File: src/rtl/top_k_outlier_rejected_mean_unit_macros.svh
// Assertion macros for the trimmed-mean unit.
// Used by the top level; no other dependencies.
`ifndef TOP_K_OUTLIER_REJECTED_MEAN_UNIT_MACROS_SVH
`define TOP_K_OUTLIER_REJECTED_MEAN_UNIT_MACROS_SVH
`ifndef SYNTHESIS
`define TKM_ASSERT(lbl, clk, rstn, prop) \
  lbl: assert property (@(posedge clk) disable iff (!rstn) prop) else $error("assertion failed");
`define TKM_ASSERT_NEVER(lbl, clk, rstn, expr) \
  lbl: assert property (@(posedge clk) disable iff (!rstn) !(expr)) else $error("never failed");
`else
`define TKM_ASSERT(lbl, clk, rstn, prop)
`define TKM_ASSERT_NEVER(lbl, clk, rstn, expr)
`endif
`endif

File: src/rtl/tkm_pkg.sv
// Package for the trimmed-mean unit: widths, register indexes, payload types.
// No dependencies.
package tkm_pkg;
  localparam int unsigned DefHistoryDepth = 16;
  localparam int unsigned ValW = 32;
  localparam int unsigned RankW = 34;
  localparam int unsigned SumW = 64;
  localparam int unsigned CntW = 32;
  localparam int unsigned KcW = 5;
  localparam int unsigned CfgIdxW = 1;
  localparam int unsigned CfgDataW = 34;
  localparam int unsigned AccW = 68;

  typedef enum logic [CfgIdxW-1:0] {
    RegKeptCount = 1'b0,
    RegKnownMin  = 1'b1
  } cfg_reg_e;

  typedef struct packed {
    logic [ValW-1:0] moment_r;
    logic [ValW-1:0] moment_g;
    logic [ValW-1:0] moment_b;
    logic [ValW-1:0] sample_cost;
    logic            batch_end;
  } in_item_t;

  typedef struct packed {
    logic             has_lower_bound;
    logic [RankW-1:0] bound_sum;
    logic [ValW-1:0]  bound_cost;
    logic             mean_valid;
    logic [ValW-1:0]  mean_r;
    logic [ValW-1:0]  mean_g;
    logic [ValW-1:0]  mean_b;
    logic [ValW-1:0]  mean_cost;
  } out_item_t;

  typedef struct packed {
    logic [ValW-1:0] r;
    logic [ValW-1:0] g;
    logic [ValW-1:0] b;
    logic [ValW-1:0] c;
  } entry_t;

  typedef struct packed {
    logic             ins;
    logic [RankW-1:0] rank;
    entry_t           e;
  } cell_ctl_t;

  typedef struct packed {
    logic [CfgIdxW-1:0]  idx;
    logic [CfgDataW-1:0] data;
  } cfg_item_t;
endpackage

File: src/rtl/tkm_divider.sv
// Restoring divider: 64-bit dividend by 32-bit divisor, one quotient bit per
// cycle, saturating to 32 bits. Depends on tkm_pkg.
module tkm_divider (
  input  logic                       clk_i,
  input  logic                       rst_ni,
  input  logic                       start_i,
  input  logic [tkm_pkg::SumW-1:0]   num_i,
  input  logic [tkm_pkg::CntW-1:0]   den_i,
  output logic                       done_o,
  output logic [tkm_pkg::ValW-1:0]   quo_o
);
  localparam int unsigned StepW = $clog2(tkm_pkg::SumW + 1);
  logic [tkm_pkg::SumW-1:0] num_q, num_d;
  logic [tkm_pkg::CntW:0]   rem_q, rem_d;
  logic [tkm_pkg::CntW-1:0] den_q, den_d;
  logic [StepW-1:0]         cnt_q, cnt_d;
  logic                     busy_q, busy_d;
  logic [tkm_pkg::CntW+1:0] trial;
  logic [tkm_pkg::CntW+1:0] shifted;

  always_comb begin
    num_d   = num_q;
    rem_d   = rem_q;
    den_d   = den_q;
    cnt_d   = cnt_q;
    busy_d  = busy_q;
    shifted = {rem_q, num_q[tkm_pkg::SumW-1]};
    trial   = shifted - {2'b00, den_q};
    if (start_i) begin
      num_d  = num_i;
      den_d  = den_i;
      rem_d  = '0;
      cnt_d  = StepW'(tkm_pkg::SumW);
      busy_d = 1'b1;
    end else if (busy_q) begin
      if (!trial[tkm_pkg::CntW+1]) begin
        rem_d = trial[tkm_pkg::CntW:0];
        num_d = {num_q[tkm_pkg::SumW-2:0], 1'b1};
      end else begin
        rem_d = shifted[tkm_pkg::CntW:0];
        num_d = {num_q[tkm_pkg::SumW-2:0], 1'b0};
      end
      cnt_d = cnt_q - 1'b1;
      if (cnt_q == StepW'(1)) begin
        busy_d = 1'b0;
      end
    end
  end

  always_ff @(posedge clk_i or negedge rst_ni) begin
    if (!rst_ni) begin
      busy_q <= 1'b0;
      cnt_q  <= '0;
    end else begin
      busy_q <= busy_d;
      cnt_q  <= cnt_d;
    end
  end

  always_ff @(posedge clk_i) begin
    num_q <= num_d;
    rem_q <= rem_d;
    den_q <= den_d;
  end

  assign done_o = !busy_q;
  assign quo_o  = (|num_q[tkm_pkg::SumW-1:tkm_pkg::ValW]) ? '1 : num_q[tkm_pkg::ValW-1:0];
endmodule

File: config.mk
export PLATFORM = sky130hd
export DESIGN_NAME = tkm_divider
export DESIGN_NICKNAME = d
export VERILOG_FILES = /design/src/rtl/top_k_outlier_rejected_mean_unit_macros.svh /design/src/rtl/tkm_pkg.sv /design/src/rtl/tkm_divider.sv
export SDC_FILE = /design/constraint.sdc
export NUM_CORES = 1
export LEC_CHECK = 0
export BUFFER_PORTS_ARGS = -buffer_cell sky130_fd_sc_hd__buf_4
export CORE_UTILIZATION = 57
export DETAILED_ROUTE_END_ITERATION = 7
export PLACE_DENSITY = 0.81
export SLEW_MARGIN = 10
export SYNTH_ARGS = -nofsm -noshare
export SYNTH_HDL_FRONTEND = slang
export SYNTH_SLANG_ARGS = --single-unit
File: constraint.sdc
create_clock -name clk_i -period 3.3 [get_ports clk_i]
set_clock_uncertainty 0.15 [all_clocks]
set_input_delay 0.99 -clock clk_i [delete_from_list [all_inputs] [get_ports clk_i]]
set_output_delay 0.99 -clock clk_i [all_outputs]
set_load 0.02 [all_outputs]
==> qor.yml <==
status: "completed"
critical_path.top_delay_family: "simple AND/OR/NAND/NOR gates"
arrival_ps: 2110
grt_pass1_vias: 5882
r2r_setup_slack_ps: 140
die_y_um: 119
path_buf_inv: 2
dieArea_um2: 14100
fmax_ghz: 0.307
end_kind: "output port"
fin_util: 0.722
nets: 967
yosys.area.top_type: "edfxtp_1"
grt-ovfl-total: 0
tritoncts: "built"
synth_seq_cells: 137
synth_area_leaders: "edfxtp_1, mux2_2, dfxtp_1"
tns_ps: 0
wire_per_inst_um: 17.2
hold_violations: 0
rr_startpoint: "num_q[63]"
crit_chain: "nor4_2 > nand4_1 > buf_6 > or3_1 > buf_4"
final_area_um2: 9600
cts-root-buf: "clkbuf_16"
synth_top_area_frac: 0.371
met1_length_um: 7810
clock-sinks: 137
cts_made_buffers: 17
routed-wl-met2_um: 8640
yosys_warnings: 0
maxSlewHeadroom: 0.528
ant_nets: 0
multi_input_area_um2: 3760
synth.distinct_cells: 70
synth-edff-count: 96
worst-setup-path-type: "reg -> out"
p_comb_frac: 0.181
clock_path_buffers: 2
p_switching_mw: 1.36
num_vias: 6007
critPathRequiredTime_ps: 2160
placed_area_um2: 8960
remaining_drc_errors: 0
critPathLaunchType: "flip-flop"
p_clk_frac: 0.373
tightest_slew_ps: 709
grt_max_degree: 65
vdd_drop_max_uv: 329
drive_gt1_frac: 0.337
drt_pass1_iterations: 5
whs_ps: 222
highest_layer: "met4"
design.core.area_um2: 13300
insertion_delay_ps: 430
met3RoutedLength_um: 845
finalSetupViolations: 0
hold_class: "in -> async"
routed_via_density: 5.88
slowest_delay_ps: 400
num_antenna_cells: 0
die_w_um: 119
path_clk_slew_ps: 60
final_cell_mix: "buf_4, edfxtp_1, nand2_1, mux2_2, nor2_1"
min_period_ps: 3250
fillCellCount: 922
slew_violations: 0
crit_fanout: 32
wl_um: 17600
crit_slowest_cell: "edfxtp_1"
layout_commonest_cell: "buf_4"
maxCapViolations: 0
grt_pass1_wl_um: 28500
cellInternalPower_mw: 3.62
io_buffers: 131
r2r-end: "rem_q[32]"
seqPwrFrac: 0.446
gp_congestion: 0.947
area_growth_pct: 23.4
htreeDepth: 4
seq_area_um2: 3740
num_rows: 42
grt_antenna_before_repair: 0
ys_seq_area_frac: 0.481
power_density_nw_per_um2: 519
ios: 132
sw_frac_of_total: 0.273
initial_utilization: 0.585
worst_r2r_path_depth: 12
synthArstFlopShare: 0.0584
synth_flop_cell: "edfxtp_1"
synthCells: 704
first_iter_violations: 467
period_share: 0.986
grtUsageTotal: 0.256
place_hpwl_um: 12200
syn_nets: 838
p_leak_nw: 4.00
crit_cells: 5
syn-cell-area_um2: 7780
avgSynthCellArea_um2: 11.0
rsz0062_at_grt: "yes"
[registers in the layout (all words and copies together), names as in the netlist]
name / flops
busy_q: 1
rem_q: 33
cnt_q: 7
num_q: 64
den_q: 32
[power by group through the flow]
stage | combinational, mW | clock (mW) | sequential, mW
after floorplan | 0.644 | 0 | 2.20
after global routing | 0.984 | 1.95 | 2.24
final | 0.899 | 1.86 | 2.22
after global placement | 0.853 | 0 | 2.22
after CTS | 0.892 | 1.88 | 2.21
after detailed placement | 0.877 | 0 | 2.24
[logic make-up after synthesis]
logic type      synth area share
fa+ha+maj                 0.0573
compound gates             0.139
simple gates               0.142
xor+xnor                  0.0451
mux                       0.0938
flops                      0.481
buf+inv                   0.0414
[routing by layer]
metal / vias up / global-route usage
li1: 2879 / -
met1: 2912 / 0.325
met2: 185 / 0.434
met3: 31 / 0.0569
met4: 0 / 0.0831
met5: - / 0
[timing repair]
item / 4_1_cts / 5_1_grt
hold buffers: 0 / 0
pin swaps: 0 / 3
gates resized for setup: 4 / 6
buffers inserted: 0 / 2
endpoints found under the setup margin: 3 / 42
[synth_stat cells, types with 3 or more instances]
master,n
a211oi_1,8
a21o_1,14
a21oi_1,29
a311oi_1,13
a311oi_2,11
a31oi_1,3
and2_1,3
and3_1,3
and4_1,3
buf_6,5
clkbuf_1,27
dfrtp_1,8
dfxtp_1,33
edfxtp_1,96
ha_1,34
inv_1,39
mux2_2,63
nand2_1,67
nand2_2,10
nand2b_1,6
nand3_1,11
nand4_1,11
nor2_1,44
nor3_1,6
nor4_1,13
o21a_1,4
o21ai_0,11
o21ai_1,3
o22ai_1,4
o311ai_0,3
o31ai_1,4
or3_1,33
xnor2_1,21
xor2_1,14
[cell type report]
class	instances	share of cell area
Tap cell	176	0.0229
Clock buffer	17	0.0443
Sequential cell	137	0.390
Timing Repair Buffer	146	0.120
Multi-Input combinational cell	492	0.392
Clock inverter	15	0.0155
Inverter	39	0.0153
[worst max path at each step]
stage,from,end,slack [ps]
after floorplan,start_i,num_q[0],20
after global routing,num_q[63],rem_q[32],-20
final,num_q[62],quo_o[5],50
after CTS,num_q[54],quo_o[5],10
after global placement,num_q[63],rem_q[32],120
after detailed placement,num_q[63],rem_q[32],80
[through the flow]
step           instances  worst slack (ps)  power [mW]
6_report            1022              47.8        4.98
3_3_place_gp         988               117        3.08
3_5_place_dp         988              80.4        3.12
2_1_floorplan        704              20.0        2.84
5_1_grt             1022             -23.3        5.18
4_1_cts             1020              14.9        4.99
No activity file was read; power rests on OpenSTA's default activity.
