File: src/rtl/top_k_outlier_rejected_mean_unit_macros.svh
// Assertion macros for the trimmed-mean unit.
// Used by the top level; no other dependencies.
`ifndef TOP_K_OUTLIER_REJECTED_MEAN_UNIT_MACROS_SVH
`define TOP_K_OUTLIER_REJECTED_MEAN_UNIT_MACROS_SVH
`ifndef SYNTHESIS
`define TKM_ASSERT(lbl, clk, rstn, prop) \
  lbl: assert property (@(posedge clk) disable iff (!rstn) prop) else $error("assertion failed");
`define TKM_ASSERT_NEVER(lbl, clk, rstn, expr) \
  lbl: assert property (@(posedge clk) disable iff (!rstn) !(expr)) else $error("never failed");
`else
`define TKM_ASSERT(lbl, clk, rstn, prop)
`define TKM_ASSERT_NEVER(lbl, clk, rstn, expr)
`endif
`endif

File: src/rtl/tkm_pkg.sv
// Package for the trimmed-mean unit: widths, register indexes, payload types.
// No dependencies.
package tkm_pkg;
  localparam int unsigned DefHistoryDepth = 16;
  localparam int unsigned ValW = 32;
  localparam int unsigned RankW = 34;
  localparam int unsigned SumW = 64;
  localparam int unsigned CntW = 32;
  localparam int unsigned KcW = 5;
  localparam int unsigned CfgIdxW = 1;
  localparam int unsigned CfgDataW = 34;
  localparam int unsigned AccW = 68;

  typedef enum logic [CfgIdxW-1:0] {
    RegKeptCount = 1'b0,
    RegKnownMin  = 1'b1
  } cfg_reg_e;

  typedef struct packed {
    logic [ValW-1:0] moment_r;
    logic [ValW-1:0] moment_g;
    logic [ValW-1:0] moment_b;
    logic [ValW-1:0] sample_cost;
    logic            batch_end;
  } in_item_t;

  typedef struct packed {
    logic             has_lower_bound;
    logic [RankW-1:0] bound_sum;
    logic [ValW-1:0]  bound_cost;
    logic             mean_valid;
    logic [ValW-1:0]  mean_r;
    logic [ValW-1:0]  mean_g;
    logic [ValW-1:0]  mean_b;
    logic [ValW-1:0]  mean_cost;
  } out_item_t;

  typedef struct packed {
    logic [ValW-1:0] r;
    logic [ValW-1:0] g;
    logic [ValW-1:0] b;
    logic [ValW-1:0] c;
  } entry_t;

  typedef struct packed {
    logic             ins;
    logic [RankW-1:0] rank;
    entry_t           e;
  } cell_ctl_t;

  typedef struct packed {
    logic [CfgIdxW-1:0]  idx;
    logic [CfgDataW-1:0] data;
  } cfg_item_t;
endpackage

File: src/rtl/tkm_cell.sv
// One slot of the sorted outlier row; takes the insert broadcast and its
// upper neighbour. Depends on tkm_pkg.
module tkm_cell (
  input  logic                    clk_i,
  input  logic                    rst_ni,
  input  logic                    clr_i,
  input  logic                    en_i,
  input  logic                    ins_i,
  input  logic [tkm_pkg::RankW-1:0] rank_i,
  input  tkm_pkg::entry_t         new_i,
  input  logic                    up_valid_i,
  input  logic                    up_ge_i,
  input  tkm_pkg::entry_t         up_i,
  output logic                    valid_o,
  output logic                    ge_o,
  output tkm_pkg::entry_t         entry_o,
  output logic [tkm_pkg::RankW-1:0] rank_o
);
  logic valid_q, valid_d;
  tkm_pkg::entry_t entry_q, entry_d;
  logic [tkm_pkg::RankW-1:0] rank_q, rank_d;
  logic ge;

  assign ge = !valid_q || (rank_i >= rank_q);

  always_comb begin
    valid_d = valid_q;
    entry_d = entry_q;
    rank_d  = rank_q;
    if (clr_i) begin
      valid_d = 1'b0;
    end else if (en_i && ins_i && ge) begin
      if (up_valid_i && up_ge_i) begin
        entry_d = up_i;
        rank_d  = {2'b00, up_i.r} + {2'b00, up_i.g} + {2'b00, up_i.b};
        valid_d = 1'b1;
      end else if (up_valid_i) begin
        entry_d = new_i;
        rank_d  = rank_i;
        valid_d = 1'b1;
      end
    end
  end

  always_ff @(posedge clk_i or negedge rst_ni) begin
    if (!rst_ni) begin
      valid_q <= 1'b0;
    end else begin
      valid_q <= valid_d;
    end
  end

  always_ff @(posedge clk_i) begin
    entry_q <= entry_d;
    rank_q  <= rank_d;
  end

  assign valid_o = valid_q;
  assign ge_o    = ge;
  assign entry_o = entry_q;
  assign rank_o  = rank_q;
endmodule

File: config.mk
export PLATFORM = sky130hd
export DESIGN_NAME = tkm_cell
export DESIGN_NICKNAME = d
export VERILOG_FILES = /design/src/rtl/top_k_outlier_rejected_mean_unit_macros.svh /design/src/rtl/tkm_pkg.sv /design/src/rtl/tkm_cell.sv
export SDC_FILE = /design/constraint.sdc
export NUM_CORES = 1
export LEC_CHECK = 0
export BUFFER_PORTS_ARGS = -buffer_cell sky130_fd_sc_hd__buf_2
export CAP_MARGIN = 5
export CELL_PAD_IN_SITES_DETAIL_PLACEMENT = 1
export CELL_PAD_IN_SITES_GLOBAL_PLACEMENT = 2
export CORE_MARGIN = 1
export CORE_UTILIZATION = 28
export CTS_BUF_LIST = sky130_fd_sc_hd__clkbuf_8
export CTS_CLUSTER_SIZE = 10
export DETAILED_ROUTE_END_ITERATION = 12
export PLACE_DENSITY = 0.89
export SLEW_MARGIN = 20
export SYNTH_ARGS = -nofsm -noshare
export SYNTH_HDL_FRONTEND = slang
export SYNTH_SLANG_ARGS = --single-unit
File: constraint.sdc
create_clock -name clk_i -period 10.32 [get_ports clk_i]
set_input_delay 0.516 -clock clk_i [delete_from_list [all_inputs] [get_ports clk_i]]
set_output_delay 0.516 -clock clk_i [all_outputs]
set_load 0.005 [all_outputs]
==> flow_summary_export.csv <==
group,metric,value,unit
sta,fin_tns_setup,0,ns
floorplan,core,35600,um2
detailed_routing,wirelength,36600,um
cells_and_area,utilization,0.373,
sta,fin_hold_ws,0.226,ns
outcome,status,"completed",
synth,yosysTopAreaCell,"edfxtp_1",
synth,yosysTopAreaCellShare,0.480,
critical_path,critical_path_class,"flip-flop to flip-flop",
grt,grt_pass1_vias,9538,
detailed_routing,viasPerCell,4.64,
synth,ys_top_cells_by_area,"edfxtp_1 (48%), nand2_1 (16%), ha_1 (8.0%), fa_1 (6.5%), o21ai_0 (2.3%)",
power_and_ir_drop,power.total,1.74,mW
critical_path,worstReg2RegStart,"rank_o[25]",
synth,synth-main-ff-cell,"edfxtp_1",
critical_path,required,10.44,ns
synth,synth_seq_cells,163,
critical_path,critPathCaptureType,"flip-flop",
grt,grt_max_degree,94,
detailed_routing,drtIter0Drc,365,
sta,fmax,252,MHz
synth,synth_area_per_cell,9.48,um2
floorplan,pin_count,461,
floorplan,start_util,0.285,
detailed_routing,routedWlPerCell,18.4,um
sta,worst_slew_pin_slew,0.990,ns
cells_and_area,nNetsFinal,1904,
clock_tree,cts_max_level,4,
cells_and_area,syn_to_final_growth,31.1,%
clock_tree,path_clk_slew,0.09,ns
placement,port_buffers,460,
synth,yosys-top-cells-count,"nand2_1 (442), edfxtp_1 (162), ha_1 (65)",
placement,gp_congestion,0.817,
sta,worst_clock_skew,0.0161,ns
job,maxCapViolations,0,
cells_and_area,layout.cells.non_filler,1985,
synth,async_flop_share,0.00613,
floorplan,die_area,36900,um2
critical_path,rrSetupSlack,6.35,ns
min_path,hold_end,"valid_o",
floorplan,die_x,192,um
floorplan,rows,69,
placement,post-dp-hpwl,29500,um
cells_and_area,drive_above_1_share,0.336,
power_and_ir_drop,max-vdd-ir-drop,0.0717,mV
placement,placedCellCount,1950,
detailed_routing,ant_nets,0,
detailed_routing,firstDrtPassIters,4,
min_path,whs_path_depth,2,
grt,grt.total_usage,0.195,
clock_tree,cts_resized,0,
sta,finalCritPeriodShare,0.385,
detailed_routing,route.vias.total,9220,
floorplan,die_h,192,um
clock_tree,clockBufferDepth,2,
synth,yosysWarnings,0,
cells_and_area,nFillCells,4340,
synth,syn_nets,1464,
sta,finalSetupViolations,0,
clock_tree,insertion_delay,0.49,ns
grt,grt_pass1_wl,53900,um
critical_path,worst_r2r_endpoint,"entry_o[116]",
min_path,min_path_type,"input pin to flip-flop",
power_and_ir_drop,cellPowerDensity,131,nW/um2
min_path,hold_start,"clr_i",
synth,netlist-cell-type-count,63,
synth,synth_edf_count,162,
detailed_routing,drt_drc_violations_left,0,
clock_tree,cts_tree,"yes",
critical_path,r2r.worst_path.cells,12,
synth,syn-cell-area,10100,um2
clock_tree,cts.sinks,163,
sta,hold_viol_final,0,
sta,slew_violations,0,
synth,synthCells,1069,
clock_tree,cts_buffers,17,
critical_path,cp.arrival,4.09,ns
critical_path,cp_max_fo,57,
power_and_ir_drop,cellLeakagePower,6.41,nW
grt,antenna_found_initial,4,
synth,synth_most_common_cell,"nand2_1",
critical_path,startpoint_type,"flip-flop",
sta,layout_min_cycle_time,3.97,ns
synth,yosysSeqAreaShare,0.483,
sta,rsz0062_at_grt,"false",
grt,grt-ovfl-total,0,
sta,slew_headroom,0.340,
clock_tree,clockRootBuffer,"clkbuf_8",
[registers in the layout (all words and copies together) (netlist names)]
signal and count:
entry_o 128, rank_o 34, valid_o 1
[through the flow]
step	setup WS [ns]	cell area (um2)
floorplan	0.923	10100
global placement	6.14	12900
detailed placement	6.01	12900
CTS	6.23	13300
global route	5.94	13300
finish	6.35	13300
[placed cells by master (no fill, tap or decap), drive strengths merged, types with 6 or more instances in the layout]
cell type,Yosys,routed
nand3,6,6
fa,33,33
nor2b,6,6
ha,65,65
clkinv,0,7
o21ai,56,56
a21o,20,20
nor2,23,23
inv,51,55
o21a,6,6
nand2,442,442
buf,6,466
xor2,11,11
nand4,15,15
xnor2,13,13
a21oi,45,45
edfxtp,162,162
clkbuf,40,17
o31ai,8,8
[cells by family after synthesis]
family	after synthesis	share of synthesized area
AND/OR/NAND/NOR	521	0.208
AO/OA/AOI/OAI	166	0.106
flip-flops	163	0.483
adder cells (fa/ha/maj)	98	0.145
buffers and inverters	97	0.0368
XOR/XNOR	24	0.0207
[layout make-up]
class                           instances  area (um2)  area share
Multi-Input combinational cell        809        4890       0.368
Inverter                               51         191      0.0144
Antenna cell                            3        7.51    0.000565
Timing Repair Buffer                  467        2360       0.178
Clock inverter                         14         136      0.0103
Clock buffer                           17         234      0.0176
Sequential cell                       163        4890       0.368
Tap cell                              461         577      0.0434
[worst max path at each step]
| stage | from | endpoint | cells after the start |
|---|---|---|---|
| floorplan | rank_i[23] | entry_o[0] | 9 |
| global route | rank_o[25] | entry_o[52] | 12 |
| CTS | rank_o[25] | entry_o[118] | 12 |
| global placement | rank_i[22] | entry_o[116] | 12 |
| finish | rank_o[25] | entry_o[116] | 12 |
| detailed placement | rank_i[22] | entry_o[51] | 12 |
[where the power goes]
part,switching (mW),leakage [nW],internal [mW]
logic,0.303,4.73,0.208
registers,0.00396,1.49,0.752
clock network,0.263,0.190,0.212
[worst max-delay path, cell delays in order, from the launching register on]
cell and delay (ns):
edfxtp_1 0.41, inv_1 0.06, ha_1 0.29, nand4_1 0.15, nor4_1 0.43, a41oi_1 0.18, o211ai_1 0.11, a221oi_1 0.09
o21ai_0 0.24, nand4_1 0.21, nor2_4 0.13, buf_4 0.54, buf_4 0.72
[what timing repair did]
action | 4_1_cts | 5_1_grt
hold buffers | 1 | 0
buffers inserted | 0 | 0
endpoints found under the hold margin | 1 | 0
[per-layer routing]
metal	global-route usage	vias to the layer above	part of all wire
met5	0	-	0.00036
met4	0.0551	2	0.014
met3	0.0404	27	0.057
met2	0.347	271	0.51
met1	0.234	4392	0.42
li1	-	4528	-
No activity file was read; power rests on OpenSTA's default activity.
